### config.mk
export PLATFORM = sky130hd
export DESIGN_NAME = sorted_alarm_timer_queue_flat
export DESIGN_NICKNAME = d
export VERILOG_FILES = /design/src/rtl/sat_pkg.sv /design/src/rtl/sat_req_if.sv /design/src/rtl/sat_rsp_if.sv /design/src/rtl/sorted_alarm_timer_queue.sv /design/src/flat_wrapper.sv
export SDC_FILE = /design/constraint.sdc
export NUM_CORES = 1
export LEC_CHECK = 0
export BUFFER_PORTS_ARGS = -buffer_cell sky130_fd_sc_hd__buf_2
export CORE_ASPECT_RATIO = 2
export CORE_MARGIN = 2
export CORE_UTILIZATION = 65
export DETAILED_ROUTE_END_ITERATION = 8
export PLACE_DENSITY = 0.88
export SLEW_MARGIN = 20
export SYNTH_ARGS = -nofsm -noshare
export SYNTH_HDL_FRONTEND = slang
export SYNTH_SLANG_ARGS = --single-unit
### constraint.sdc
create_clock -name clk_i -period 13.05 [get_ports clk_i]
set_input_delay 0 -clock clk_i [delete_from_list [all_inputs] [get_ports clk_i]]
set_output_delay 0 -clock clk_i [all_outputs]
set_load 0.05 [all_outputs]
### src/rtl/sat_pkg.sv
`timescale 1ns / 1ps
`default_nettype none

package sat_pkg;

  localparam int unsigned ALARM_SLOTS_DEF = 16;
  localparam logic [7:0] SWITCH_PERIOD_RESET = 8'd36;

  typedef enum logic [1:0] {
    STATUS_SET_OK   = 2'd0,
    STATUS_NOT_TASK = 2'd1,
    STATUS_NO_SLOT  = 2'd2,
    STATUS_TICK     = 2'd3
  } status_e;

  typedef enum logic [3:0] {
    ST_IDLE,
    ST_SCAN,
    ST_SET_HEAD,
    ST_WALK,
    ST_NEXT,
    ST_LINK_NEW,
    ST_LINK_CUR,
    ST_TICK_HEAD,
    ST_RESULT
  } state_e;

endpackage

`default_nettype wire

### src/rtl/sat_req_if.sv
`timescale 1ns / 1ps
`default_nettype none

interface sat_req_if;
  logic        valid;
  logic        ready;
  logic        mode;
  logic [15:0] delay_ticks;
  logic [7:0]  handler_id;
  logic        requester_is_task;

  modport source (output valid, mode, delay_ticks, handler_id, requester_is_task,
                  input ready);
  modport sink (input valid, mode, delay_ticks, handler_id, requester_is_task,
                output ready);
endinterface

`default_nettype wire

### src/rtl/sat_rsp_if.sv
`timescale 1ns / 1ps
`default_nettype none

interface sat_rsp_if;
  logic       valid;
  logic       ready;
  logic [1:0] status;
  logic       alarm_fired;
  logic [7:0] fired_handler;
  logic       switch_request;

  modport source (output valid, status, alarm_fired, fired_handler, switch_request,
                  input ready);
  modport sink (input valid, status, alarm_fired, fired_handler, switch_request,
                output ready);
endinterface

`default_nettype wire

### src/rtl/sorted_alarm_timer_queue.sv
// Channel   Direction  Handshake      Payload
// req_i     in         valid / ready  mode, delay_ticks, handler_id, requester_is_task
// rsp_o     out        valid / ready  status, alarm_fired, fired_handler, switch_request
// cfg       in         cfg_we_i       cfg_wdata_i (switch_period)
//
// A tick reads the head slot (one slot read) when alarms are queued and skips the read with an empty list.
// A set from a task scans the busy flags one slot per cycle up to a free slot; an empty list
// takes a single write there. Otherwise it walks the sorted list, WALK then NEXT per entry,
// through the slot memory and ends with two writes, or with one write for a new head.
// Reset clears the counters, the busy flags and the list head; slot memory is not cleared.
// A stalled result stays in the output register while the next item is processed.
`timescale 1ns / 1ps
`default_nettype none

module sorted_alarm_timer_queue #(
  parameter int unsigned ALARM_SLOTS = sat_pkg::ALARM_SLOTS_DEF
) (
  input  wire logic       clk_i,
  input  wire logic       rst_ni,
  sat_req_if.sink         req_i,
  sat_rsp_if.source       rsp_o,
  input  wire logic       cfg_we_i,
  input  wire logic [7:0] cfg_wdata_i
);

  localparam int unsigned SW = $clog2(ALARM_SLOTS);

  typedef struct packed {
    logic [31:0]   deadline;
    logic [7:0]    handler;
    logic          has_next;
    logic [SW-1:0] next_idx;
  } slot_t;

  slot_t slot_mem_q [ALARM_SLOTS];
  slot_t rd_q;
  slot_t cur_q;
  slot_t wdata;
  logic          we;
  logic [SW-1:0] waddr;
  logic          rd_en;
  logic [SW-1:0] rd_addr;

  sat_pkg::state_e state_q, state_d;

  logic [7:0]             period_q;
  logic [31:0]            tick_q;
  logic [7:0]             switch_q;
  logic [ALARM_SLOTS-1:0] busy_q;
  logic                   nonempty_q;
  logic [SW-1:0]          head_q;
  logic [SW-1:0]          scan_q;
  logic [SW-1:0]          slot_q;
  logic [SW-1:0]          cur_idx_q;
  logic [31:0]            dl_q;
  logic [7:0]             hid_q;

  logic [1:0] res_status_q;
  logic       res_fired_q;
  logic [7:0] res_fh_q;
  logic       res_sw_q;

  logic       out_valid_q;
  logic [1:0] out_status_q;
  logic       out_fired_q;
  logic [7:0] out_fh_q;
  logic       out_sw_q;

  logic       accept;
  logic       out_free;
  logic       scan_free;
  logic       scan_last;
  logic [7:0] switch_inc;

  assign accept     = req_i.valid && req_i.ready;
  assign out_free   = !out_valid_q || rsp_o.ready;
  assign scan_free  = !busy_q[scan_q];
  assign scan_last  = (scan_q == SW'(ALARM_SLOTS - 1));
  assign switch_inc = switch_q + 8'd1;

  assign rsp_o.valid          = out_valid_q;
  assign rsp_o.status         = out_status_q;
  assign rsp_o.alarm_fired    = out_fired_q;
  assign rsp_o.fired_handler  = out_fh_q;
  assign rsp_o.switch_request = out_sw_q;

  always_comb begin
    state_d = state_q;
    unique case (state_q)
      sat_pkg::ST_IDLE: begin
        if (accept) begin
          if (!req_i.mode) begin
            state_d = nonempty_q ? sat_pkg::ST_TICK_HEAD : sat_pkg::ST_RESULT;
          end else if (!req_i.requester_is_task) begin
            state_d = sat_pkg::ST_RESULT;
          end else begin
            state_d = sat_pkg::ST_SCAN;
          end
        end
      end
      sat_pkg::ST_SCAN: begin
        if (scan_free) begin
          state_d = nonempty_q ? sat_pkg::ST_SET_HEAD : sat_pkg::ST_RESULT;
        end else if (scan_last) begin
          state_d = sat_pkg::ST_RESULT;
        end
      end
      sat_pkg::ST_SET_HEAD: begin
        state_d = (dl_q < rd_q.deadline) ? sat_pkg::ST_RESULT : sat_pkg::ST_WALK;
      end
      sat_pkg::ST_WALK: begin
        state_d = cur_q.has_next ? sat_pkg::ST_NEXT : sat_pkg::ST_LINK_NEW;
      end
      sat_pkg::ST_NEXT: begin
        state_d = (rd_q.deadline > dl_q) ? sat_pkg::ST_LINK_NEW : sat_pkg::ST_WALK;
      end
      sat_pkg::ST_LINK_NEW: state_d = sat_pkg::ST_LINK_CUR;
      sat_pkg::ST_LINK_CUR: state_d = sat_pkg::ST_RESULT;
      sat_pkg::ST_TICK_HEAD: state_d = sat_pkg::ST_RESULT;
      sat_pkg::ST_RESULT: begin
        if (out_free) begin
          state_d = sat_pkg::ST_IDLE;
        end
      end
      default: state_d = sat_pkg::ST_IDLE;
    endcase
  end

  always_comb begin
    req_i.ready = 1'b0;
    rd_en       = 1'b0;
    rd_addr     = head_q;
    we          = 1'b0;
    waddr       = slot_q;
    wdata       = '{deadline: dl_q, handler: hid_q, has_next: 1'b0, next_idx: '0};
    unique case (state_q)
      sat_pkg::ST_IDLE: begin
        req_i.ready = 1'b1;
        rd_en       = accept && !req_i.mode && nonempty_q;
      end
      sat_pkg::ST_SCAN: begin
        if (scan_free) begin
          rd_en = nonempty_q;
          we    = !nonempty_q;
          waddr = scan_q;
        end
      end
      sat_pkg::ST_SET_HEAD: begin
        if (dl_q < rd_q.deadline) begin
          we             = 1'b1;
          wdata.has_next = 1'b1;
          wdata.next_idx = head_q;
        end
      end
      sat_pkg::ST_WALK: begin
        rd_en   = cur_q.has_next;
        rd_addr = cur_q.next_idx;
      end
      sat_pkg::ST_LINK_NEW: begin
        we             = 1'b1;
        wdata.has_next = cur_q.has_next;
        wdata.next_idx = cur_q.next_idx;
      end
      sat_pkg::ST_LINK_CUR: begin
        we             = 1'b1;
        waddr          = cur_idx_q;
        wdata          = cur_q;
        wdata.has_next = 1'b1;
        wdata.next_idx = slot_q;
      end
      default: begin
      end
    endcase
  end

  always_ff @(posedge clk_i) begin
    if (we) begin
      slot_mem_q[waddr] <= wdata;
    end
    if (rd_en) begin
      rd_q <= slot_mem_q[rd_addr];
    end
  end

  always_ff @(posedge clk_i or negedge rst_ni) begin
    if (!rst_ni) begin
      state_q      <= sat_pkg::ST_IDLE;
      period_q     <= sat_pkg::SWITCH_PERIOD_RESET;
      tick_q       <= '0;
      switch_q     <= '0;
      busy_q       <= '0;
      nonempty_q   <= 1'b0;
      head_q       <= '0;
      scan_q       <= '0;
      slot_q       <= '0;
      cur_idx_q    <= '0;
      cur_q        <= '0;
      dl_q         <= '0;
      hid_q        <= '0;
      res_status_q <= '0;
      res_fired_q  <= 1'b0;
      res_fh_q     <= '0;
      res_sw_q     <= 1'b0;
      out_valid_q  <= 1'b0;
      out_status_q <= '0;
      out_fired_q  <= 1'b0;
      out_fh_q     <= '0;
      out_sw_q     <= 1'b0;
    end else begin
      state_q <= state_d;
      if (cfg_we_i) begin
        period_q <= cfg_wdata_i;
      end
      if (state_q == sat_pkg::ST_RESULT && out_free) begin
        out_valid_q <= 1'b1;
      end else if (rsp_o.ready) begin
        out_valid_q <= 1'b0;
      end
      case (state_q)
        sat_pkg::ST_IDLE: begin
          if (accept) begin
            res_fired_q <= 1'b0;
            res_fh_q    <= '0;
            if (!req_i.mode) begin
              tick_q       <= tick_q + 32'd1;
              res_status_q <= sat_pkg::STATUS_TICK;
              if (switch_inc >= period_q) begin
                switch_q <= '0;
                res_sw_q <= 1'b1;
              end else begin
                switch_q <= switch_inc;
                res_sw_q <= 1'b0;
              end
            end else begin
              res_status_q <= req_i.requester_is_task ? sat_pkg::STATUS_SET_OK
                                                      : sat_pkg::STATUS_NOT_TASK;
              res_sw_q     <= 1'b0;
              dl_q         <= tick_q + 32'(req_i.delay_ticks);
              hid_q        <= req_i.handler_id;
              scan_q       <= '0;
            end
          end
        end
        sat_pkg::ST_SCAN: begin
          if (scan_free) begin
            slot_q         <= scan_q;
            busy_q[scan_q] <= 1'b1;
            if (!nonempty_q) begin
              head_q     <= scan_q;
              nonempty_q <= 1'b1;
            end
          end else if (scan_last) begin
            res_status_q <= sat_pkg::STATUS_NO_SLOT;
          end else begin
            scan_q <= scan_q + SW'(1);
          end
        end
        sat_pkg::ST_SET_HEAD: begin
          if (dl_q < rd_q.deadline) begin
            head_q <= slot_q;
          end else begin
            cur_q     <= rd_q;
            cur_idx_q <= head_q;
          end
        end
        sat_pkg::ST_NEXT: begin
          if (!(rd_q.deadline > dl_q)) begin
            cur_q     <= rd_q;
            cur_idx_q <= cur_q.next_idx;
          end
        end
        sat_pkg::ST_TICK_HEAD: begin
          if (tick_q >= rd_q.deadline) begin
            res_fired_q    <= 1'b1;
            res_fh_q       <= rd_q.handler;
            busy_q[head_q] <= 1'b0;
            if (rd_q.has_next) begin
              head_q <= rd_q.next_idx;
            end else begin
              nonempty_q <= 1'b0;
              head_q     <= '0;
            end
          end
        end
        sat_pkg::ST_RESULT: begin
          if (out_free) begin
            out_status_q <= res_status_q;
            out_fired_q  <= res_fired_q;
            out_fh_q     <= res_fh_q;
            out_sw_q     <= res_sw_q;
          end
        end
        default: begin
        end
      endcase
    end
  end

  a_fire_only_on_tick: assert property (@(posedge clk_i) disable iff (!rst_ni)
    rsp_o.valid && rsp_o.alarm_fired |-> rsp_o.status == sat_pkg::STATUS_TICK)
    else $error("alarm reported on a set result");

  a_empty_list_no_busy: assert property (@(posedge clk_i) disable iff (!rst_ni)
    state_q == sat_pkg::ST_IDLE && !nonempty_q |-> busy_q == '0)
    else $error("busy slot with an empty list");

  a_head_busy: assert property (@(posedge clk_i) disable iff (!rst_ni)
    state_q == sat_pkg::ST_IDLE && nonempty_q |-> busy_q[head_q])
    else $error("list head is a free slot");

  a_refused_keeps_pool: assert property (@(posedge clk_i) disable iff (!rst_ni)
    accept && req_i.mode && !req_i.requester_is_task |=> $stable(busy_q))
    else $error("refused request changed the slot pool");

endmodule

`default_nettype wire

### src/flat_wrapper.sv
// flat-port wrapper written by rule: the top's interface ports become plain ports
module sorted_alarm_timer_queue_flat 
#(
  parameter int unsigned ALARM_SLOTS = sat_pkg::ALARM_SLOTS_DEF
)
  (clk_i, rst_ni, cfg_we_i, cfg_wdata_i, req_i_valid, req_i_mode, req_i_delay_ticks, req_i_handler_id, req_i_requester_is_task, req_i_ready, rsp_o_valid, rsp_o_status, rsp_o_alarm_fired, rsp_o_fired_handler, rsp_o_switch_request, rsp_o_ready);
  sat_req_if req_i_i ();
  sat_rsp_if rsp_o_i ();
  input  wire logic clk_i;
  input  wire logic rst_ni;
  input  wire logic cfg_we_i;
  input  wire logic [7:0] cfg_wdata_i;
  input wire logic [$bits(req_i_i.valid)-1:0] req_i_valid;
  input wire logic [$bits(req_i_i.mode)-1:0] req_i_mode;
  input wire logic [$bits(req_i_i.delay_ticks)-1:0] req_i_delay_ticks;
  input wire logic [$bits(req_i_i.handler_id)-1:0] req_i_handler_id;
  input wire logic [$bits(req_i_i.requester_is_task)-1:0] req_i_requester_is_task;
  output wire logic [$bits(req_i_i.ready)-1:0] req_i_ready;
  output wire logic [$bits(rsp_o_i.valid)-1:0] rsp_o_valid;
  output wire logic [$bits(rsp_o_i.status)-1:0] rsp_o_status;
  output wire logic [$bits(rsp_o_i.alarm_fired)-1:0] rsp_o_alarm_fired;
  output wire logic [$bits(rsp_o_i.fired_handler)-1:0] rsp_o_fired_handler;
  output wire logic [$bits(rsp_o_i.switch_request)-1:0] rsp_o_switch_request;
  input wire logic [$bits(rsp_o_i.ready)-1:0] rsp_o_ready;
  assign req_i_i.valid = req_i_valid;
  assign req_i_i.mode = req_i_mode;
  assign req_i_i.delay_ticks = req_i_delay_ticks;
  assign req_i_i.handler_id = req_i_handler_id;
  assign req_i_i.requester_is_task = req_i_requester_is_task;
  assign req_i_ready = req_i_i.ready;
  assign rsp_o_valid = rsp_o_i.valid;
  assign rsp_o_status = rsp_o_i.status;
  assign rsp_o_alarm_fired = rsp_o_i.alarm_fired;
  assign rsp_o_fired_handler = rsp_o_i.fired_handler;
  assign rsp_o_switch_request = rsp_o_i.switch_request;
  assign rsp_o_i.ready = rsp_o_ready;
  sorted_alarm_timer_queue #(.ALARM_SLOTS(ALARM_SLOTS)) u_core (.clk_i(clk_i), .rst_ni(rst_ni), .req_i(req_i_i), .rsp_o(rsp_o_i), .cfg_we_i(cfg_we_i), .cfg_wdata_i(cfg_wdata_i));
endmodule
==> results of run 1 <==
==> metal layers <==
metal / part of all wire / up-vias / track usage
met5: 0 / - / 0
met4: 0.081 / 0 / 0.240
met3: 0.084 / 520 / 0.0540
met2: 0.52 / 1842 / 0.567
met1: 0.32 / 12100 / 0.376
li1: - / 9846 / -
==> cells by family after synthesis <==
| family | after synthesis |
|---|---|
| compound gates | 367 |
| mux | 276 |
| buf+inv | 215 |
| simple gates | 519 |
| flops | 960 |
| fa+ha+maj | 95 |
| xor+xnor | 66 |
==> worst paths after layout <==
path	cells past startpoint	slack (ns)	endpoint
worst max-delay path	10	7.58	u_core.rd_q[17]$_DFFE_PP_
worst min-delay path	4	0.01	u_core.dl_q[9]$_DFFE_PN0P_
worst max register to register	10	7.58	u_core.rd_q[17]$_DFFE_PP_
worst min register to register	1	0.49	u_core.res_fired_q$_DFFE_PN0P_
max in group asynchronous	5	10.82	u_core.hid_q[2]$_DFFE_PN0P_
min in group asynchronous	4	0.50	u_core.cur_q[25]$_DFFE_PN0P_
==> cells in the final DEF, fill, tap and decap left out, types with 8 or more instances in the layout <==
master,n
edfxtp_1,765
nand2_1,288
dfrtp_1,193
mux4_2,184
inv_1,103
o21ai_0,99
ha_1,94
clkbuf_16,80
mux2_2,71
a21oi_1,60
a31oi_1,56
a211oi_1,54
dlygate4sd3_1,51
buf_2,51
buf_4,51
and2_1,49
xnor2_1,44
nor2_1,34
nand4_1,23
xor2_1,22
nand3_1,22
and3_1,21
nor2_4,17
o21ai_1,16
a21o_1,15
mux2i_1,15
clkinv_2,15
nand2b_1,13
nor2b_1,11
a22oi_1,11
clkbuf_1,11
nor3_1,9
inv_6,8
clkinv_1,8
==> state kept, by name, indices dropped and copies added, names as in the netlist, 16 cells and up <==
register / count
u_core.busy_q: 16
u_core.cur_q: 45
u_core.dl_q: 32
u_core.rd_q: 45
u_core.slot_mem_q: 720
u_core.tick_q: 32
==> cell type report <==
cell class,instances,share of cell area
tap,786,0.0219
clock inverter,49,0.00910
timing repair buffer,157,0.0276
clock buffer,95,0.0466
inverter,103,0.00863
antenna,2,0.000112
multi-input combinational,1323,0.265
sequential,960,0.621
==> through the flow <==
| step | hold slack [ns] | setup WS (ns) | power (mW) | area, sq um | cells |
|---|---|---|---|---|---|
| finish | 0.0148 | 7.58 | 8.34 | 44800 | 3475 |
| global route | 0.0507 | 7.13 | 8.60 | 44800 | 3475 |
| CTS | 0.00172 | 7.57 | 8.32 | 44800 | 3472 |
| detailed placement | 0.0234 | 7.66 | 5.94 | 41800 | 3276 |
| global placement | 0.0269 | 7.77 | 5.81 | 41700 | 3276 |
| floorplan | -0.296 | 8.17 | 5.38 | 40400 | 2498 |
==> power groups by stage <==
stage / Clock [mW] / Sequential [mW] / Combinational [mW]
finish: 2.34 / 3.96 / 2.04
detailed placement: 0 / 4.00 / 1.94
global placement: 0 / 3.98 / 1.83
global route: 2.45 / 3.98 / 2.17
CTS: 2.35 / 3.95 / 2.02
floorplan: 0 / 3.94 / 1.43
==> critical path, delay by kind of cell, from the launching register on <==
kind | cells | cell delay (ns)
AND/OR/NAND/NOR | 3 | 0.89
flip-flops | 1 | 0.58
buffers and inverters | 3 | 2.44
AO/OA/AOI/OAI | 2 | 0.43
multiplexers | 2 | 0.67
==> qor.csv, run 1 <==
metric,value,unit
synth_compound_area_frac,0.0571,
crit_path_frequent_cell,buf_4,
io_buffers,52,
grt_use_total,0.330,
fp.dieW,180,microns
crit_slowest_cell,buf_4,
grt_first_pass_wirelength,157000,microns
syn_nets,2632,
viasPerCell,7.01,
cp-start-kind,flip-flop,
regArea,0.0279,sq mm
synthTopCellsByArea,"edfxtp_1 57%, dfrtp_1 12%, mux4_2 10%",
crit_type,reg -> reg,
dp_hpwl,55000,microns
syn_inst,2498,
synth-simple-area-share,0.0591,
cts-resized-gates,0,
synthAdderAreaFrac,0.0296,
synth_seq_cells,960,
antenna_found_initial,2,
crit_arrival,5.80,ns
ys_top_cells_by_count,"765 x edfxtp_1, 290 x nand2_1, 193 x dfrtp_1, 184 x mux4_2, 114 x o21ai_0",
htreeDepth,3,
setup_viol,0,
fin_crit_sh,0.419,
num_rows,129,
vias,24300,
p_comb_frac,0.245,
clkPwrFrac,0.280,
synth_top_area_share,0.568,
hp-class,in -> reg,
layout-drive-gt1-share,0.199,
antenna_left,0,
maxSlewViolCount,0,
relSlewSlack,0.216,
synth.most_common_cell,edfxtp_1,
synthMuxAreaShare,0.128,
synth-edff-count,765,
cp_max_fo,76,
post-route-drc-count,0,
cts_buffer_depth,3,
endpoint_kind,flip-flop,
grt_pass1_vias,25700,
multi_input_area,0.0119,sq mm
switching_share,0.300,
postCtsHoldBufs,52,
syn-cell-area,0.0404,sq mm
power_density,186,mW/mm^2
clock-sinks,960,
p_leak,16.3,nW
min_period,5.47,ns
ys_warn_count,0,
fmaxAchievable,183,MHz
syn_to_final_growth,10.9,%
cts_tree,built,
power.switching,2.50,mW
crit_chain,"nand2_1, or3_1, mux2i_4, buf_4, buf_4, buf_4, mux4_2, and2_1, a211oi_1, a31oi_1",
initial_core_util,0.655,
synth-xor-area-share,0.0143,
hold_viol_final,0,
r2r-start,u_core.state_q[0]$_DFFE_PN0P_,
worst_slew_pin_slew,1.16,ns
core,0.0617,sq mm
first_pass_iters,7,
final_util,0.727,
clk_latency,0.63,ns
dieArea,0.0643,sq mm
peakVddDrop,0.139,mV
worstPathRequired,13.38,ns
seq_power_share,0.475,
cts_root_buf,clkbuf_16,
drt_iter0_drc,3030,
cp_slowest_stage_delay,0.97,ns
postCtsSetupBuffers,0,
fill_cells,3234,
place.gp.congestion,0.899,
drt-total-wl,105000,microns
grt_overflow,0,
ys.flop_type,edfxtp_1,
fin_nets,2756,
rsz0062_at_grt,no,
cts_made_buffers,77,
yosys.area.top_type,edfxtp_1,
avgSynthCellArea,16.2,sq um
timing.setup.tns,0,ns
async_flop_share,0.203,
outcome,"finished, final reports clean",
grt_max_degree,104,
maxCapViolCount,0,
synth_top_family_by_area,multiplexers,
startpoint,u_core.state_q[0]$_DFFE_PN0P_,
yosysSeqAreaShare,0.689,
die_height,357,microns
hold_path.startpoint,req_i_delay_ticks[9],
internal_power,5.84,mW
wl_per_cell,30.4,microns
clkTransAtPathRegs,0.07,ns
finClkSkew,0.0280,ns
io_pins,53,
yosysUniqueCellTypes,74,
Note: power is estimated with default switching activity, not from simulation.
==> run 2, diff against run 1 <==
--- a/config.mk
+++ b/config.mk
@@ -8,9 +8,9 @@
 export BUFFER_PORTS_ARGS = -buffer_cell sky130_fd_sc_hd__buf_2
 export CORE_ASPECT_RATIO = 2
 export CORE_MARGIN = 2
-export CORE_UTILIZATION = 65
+export CORE_UTILIZATION = 63
 export DETAILED_ROUTE_END_ITERATION = 8
-export PLACE_DENSITY = 0.88
+export PLACE_DENSITY = 0.86
 export SLEW_MARGIN = 20
 export SYNTH_ARGS = -nofsm -noshare
 export SYNTH_HDL_FRONTEND = slang
==> constraint.sdc (replaced) <==
create_clock -name clk_i -period 5.65 [get_ports clk_i]
set_input_delay 0 -clock clk_i [delete_from_list [all_inputs] [get_ports clk_i]]
set_output_delay 0 -clock clk_i [all_outputs]
set_load 0.05 [all_outputs]
==> qor.csv, run 2 (same netlist as run 1, synthesis figures left out) <==
metric,value,unit,change
grt_pass1_vias,25700,,about the same
antenna_found_initial,0,,was 2
layout-drive-gt1-share,0.206,,was 0.199
mostFrequentLayoutCell,edfxtp_1,,unchanged
dr_wl_met3,9030,microns,was 8880 microns
maxCapViolCount,0,,unchanged
drt-total-wl,106000,microns,"was 105,000 microns"
cts_tree,built,,unchanged
fin_nets,2793,,"was 2,756"
die_height,362,microns,was 357 microns
finClkSkew,0.0335,ns,was 0.0280 ns
reg2reg_slack,0.55,ns,was 7.58 ns
clk_latency,0.66,ns,was 0.63 ns
crit_type,reg -> reg,,unchanged
largest_reg_flops,720,,unchanged
setup_viol,0,,unchanged
cp_max_fo,20,,was 76
hp-class,in -> reg,,unchanged
wl_met1,34400,microns,"was 33,500 microns"
postCtsSetupBuffers,0,,unchanged
cp-start-kind,flip-flop,,unchanged
top_layer,met4,,unchanged
cts-resized-gates,0,,unchanged
core,0.0636,sq mm,was 0.0617 sq mm
r2r_end,u_core.slot_mem_q[4][27]$_DFFE_PP_,,was u_core.rd_q[17]$_DFFE_PP_
fp.dieW,183,microns,was 180 microns
htreeDepth,3,,unchanged
hold_viol_final,0,,unchanged
worstPathRequired,5.98,ns,was 13.38 ns
antenna-diode-count,0,,was 2
grt_first_pass_wirelength,158000,microns,"was 157,000 microns"
layout_common_cells,"765 x edfxtp_1, 288 x nand2_1, 193 x dfrtp_1, 184 x mux4_2, 109 x o21ai_0",,"was 765 x edfxtp_1, 288 x nand2_1, 193 x dfrtp_1, 184 x mux4_2, 103 x inv_1"
crit_arrival,5.43,ns,was 5.80 ns
drt_iter0_drc,3260,,"was 3,030"
endpoint_kind,flip-flop,,unchanged
preCtsSetupSlack,0.994,ns,was 7.66 ns
relSlewSlack,0.0959,,was 0.216
io_buffers,52,,unchanged
largest_register,u_core.slot_mem_q,,unchanged
dp_hpwl,60300,microns,"was 55,000 microns"
min_period,5.10,ns,was 5.47 ns
syn_to_final_growth,12.2,%,was 10.9%
biggestRegsByFlops,"u_core.slot_mem_q (720), u_core.cur_q (45), u_core.rd_q (45)",,unchanged
cts_root_buf,clkbuf_16,,unchanged
io_pins,53,,unchanged
viasPerCell,6.95,,was 7.01
crit_end,u_core.slot_mem_q[4][27]$_DFFE_PP_,,was u_core.rd_q[17]$_DFFE_PP_
vias,24400,,"was 24,300"
grt_overflow,0,,unchanged
r2r-start,u_core.dl_q[23]$_DFFE_PN0P_,,was u_core.state_q[0]$_DFFE_PN0P_
outcome,"finished, final reports clean",,unchanged
fmaxAchievable,196,MHz,was 183 MHz
cts_buffer_depth,3,,unchanged
rsz0062_at_grt,no,,unchanged
fin_ws,0.551,ns,was 7.58 ns
wl_met2,55700,microns,"was 54,600 microns"
wl_per_cell,30.1,microns,was 30.4 microns
timing.setup.tns,0,ns,unchanged
p_leak,16.5,nW,was 16.3 nW
grt_use_total,0.325,,was 0.330
finalHoldWorstSlack,0.0419,ns,was 0.0148 ns
antenna_left,0,,unchanged
worst_slew_pin_slew,1.35,ns,was 1.16 ns
power_density,439,mW/mm^2,was 186 mW/mm^2
maxSlewViolCount,0,,unchanged
peakVddDrop,0.269,mV,was 0.139 mV
initial_core_util,0.635,,was 0.655
first_pass_iters,8,,was 7
dieArea,0.0663,sq mm,was 0.0643 sq mm
post-route-drc-count,0,,unchanged
cts_made_buffers,77,,unchanged
startpoint,u_core.dl_q[23]$_DFFE_PN0P_,,was u_core.state_q[0]$_DFFE_PN0P_
place.gp.congestion,0.889,,was 0.899
fin_crit_sh,0.902,,was 0.419
grt_max_degree,147,,was 104
clock-sinks,960,,unchanged
r2r_cells,10,,unchanged
clkTransAtPathRegs,0.07,ns,about the same
num_rows,131,,was 129
[run 2: through the flow]
stage | power [mW] | cells | util | cell area, sq um
3_5_place_dp | 14.1 | 3322 | 0.662 | 42100
4_1_cts | 19.9 | 3512 | 0.712 | 45300
3_3_place_gp | 13.8 | 3322 | 0.662 | 42100
6_report | 19.9 | 3514 | 0.713 | 45300
2_1_floorplan | 12.4 | 2498 | - | 40400
5_1_grt | 20.5 | 3514 | 0.713 | 45300
[run 2: repair_timing]
| action | CTS | global route |
|---|---|---|
| hold buffers | 54 | 0 |
| endpoints found under the hold margin | 231 | 0 |
| setup endpoints to repair | 0 | 0 |
[run 2: critical path, cell delays in order (launching register included)]
cell and delay [ns]:
dfrtp_1 0.38, inv_1 0.09, ha_1 0.35, nand4_1 0.19, nor4_1 0.98, nor2b_1 0.33
o31a_1 0.31, o21a_1 0.46, o211ai_1 0.48, nor2_4 0.78, buf_4 0.39
[run 2: layer usage]
metal / global-route usage / vias to the layer above
met2: 0.564 / 1736
met5: 0 / -
met3: 0.0600 / 451
met1: 0.375 / 12300
met4: 0.196 / 0
li1: - / 9918
[run 2: layout make-up]
type | instances | area [sq um]
clock buffer | 93 | 2040
clock inverter | 43 | 562
fill | 3458 | 18300
inverter | 103 | 387
multi-input combinational | 1323 | 11900
sequential | 960 | 27900
tap | 798 | 998
timing repair buffer | 194 | 1630
[run 2: how the worst min path moves through the flow]
stage	start	to	cells past startpoint	slack, ns
2_1_floorplan	rst_ni	u_core.busy_q[0]$_DFFE_PN0P_	0	-0.30
6_report	req_i_delay_ticks[13]	u_core.dl_q[13]$_DFFE_PN0P_	5	0.04
4_1_cts	req_i_delay_ticks[13]	u_core.dl_q[13]$_DFFE_PN0P_	5	0.005
3_5_place_dp	rst_ni	u_core.tick_q[18]$_DFFE_PN0P_	1	-0.02
3_3_place_gp	rst_ni	u_core.tick_q[18]$_DFFE_PN0P_	1	-0.02
5_1_grt	req_i_delay_ticks[13]	u_core.dl_q[13]$_DFFE_PN0P_	5	0.09
[run 2: report_power, final]
group	switching (mW)	total, mW	internal [mW]
sequential	0.443	9.12	8.68
clock	2.53	5.68	3.15
combinational	3.01	5.09	2.08
total	5.99	19.9	13.9
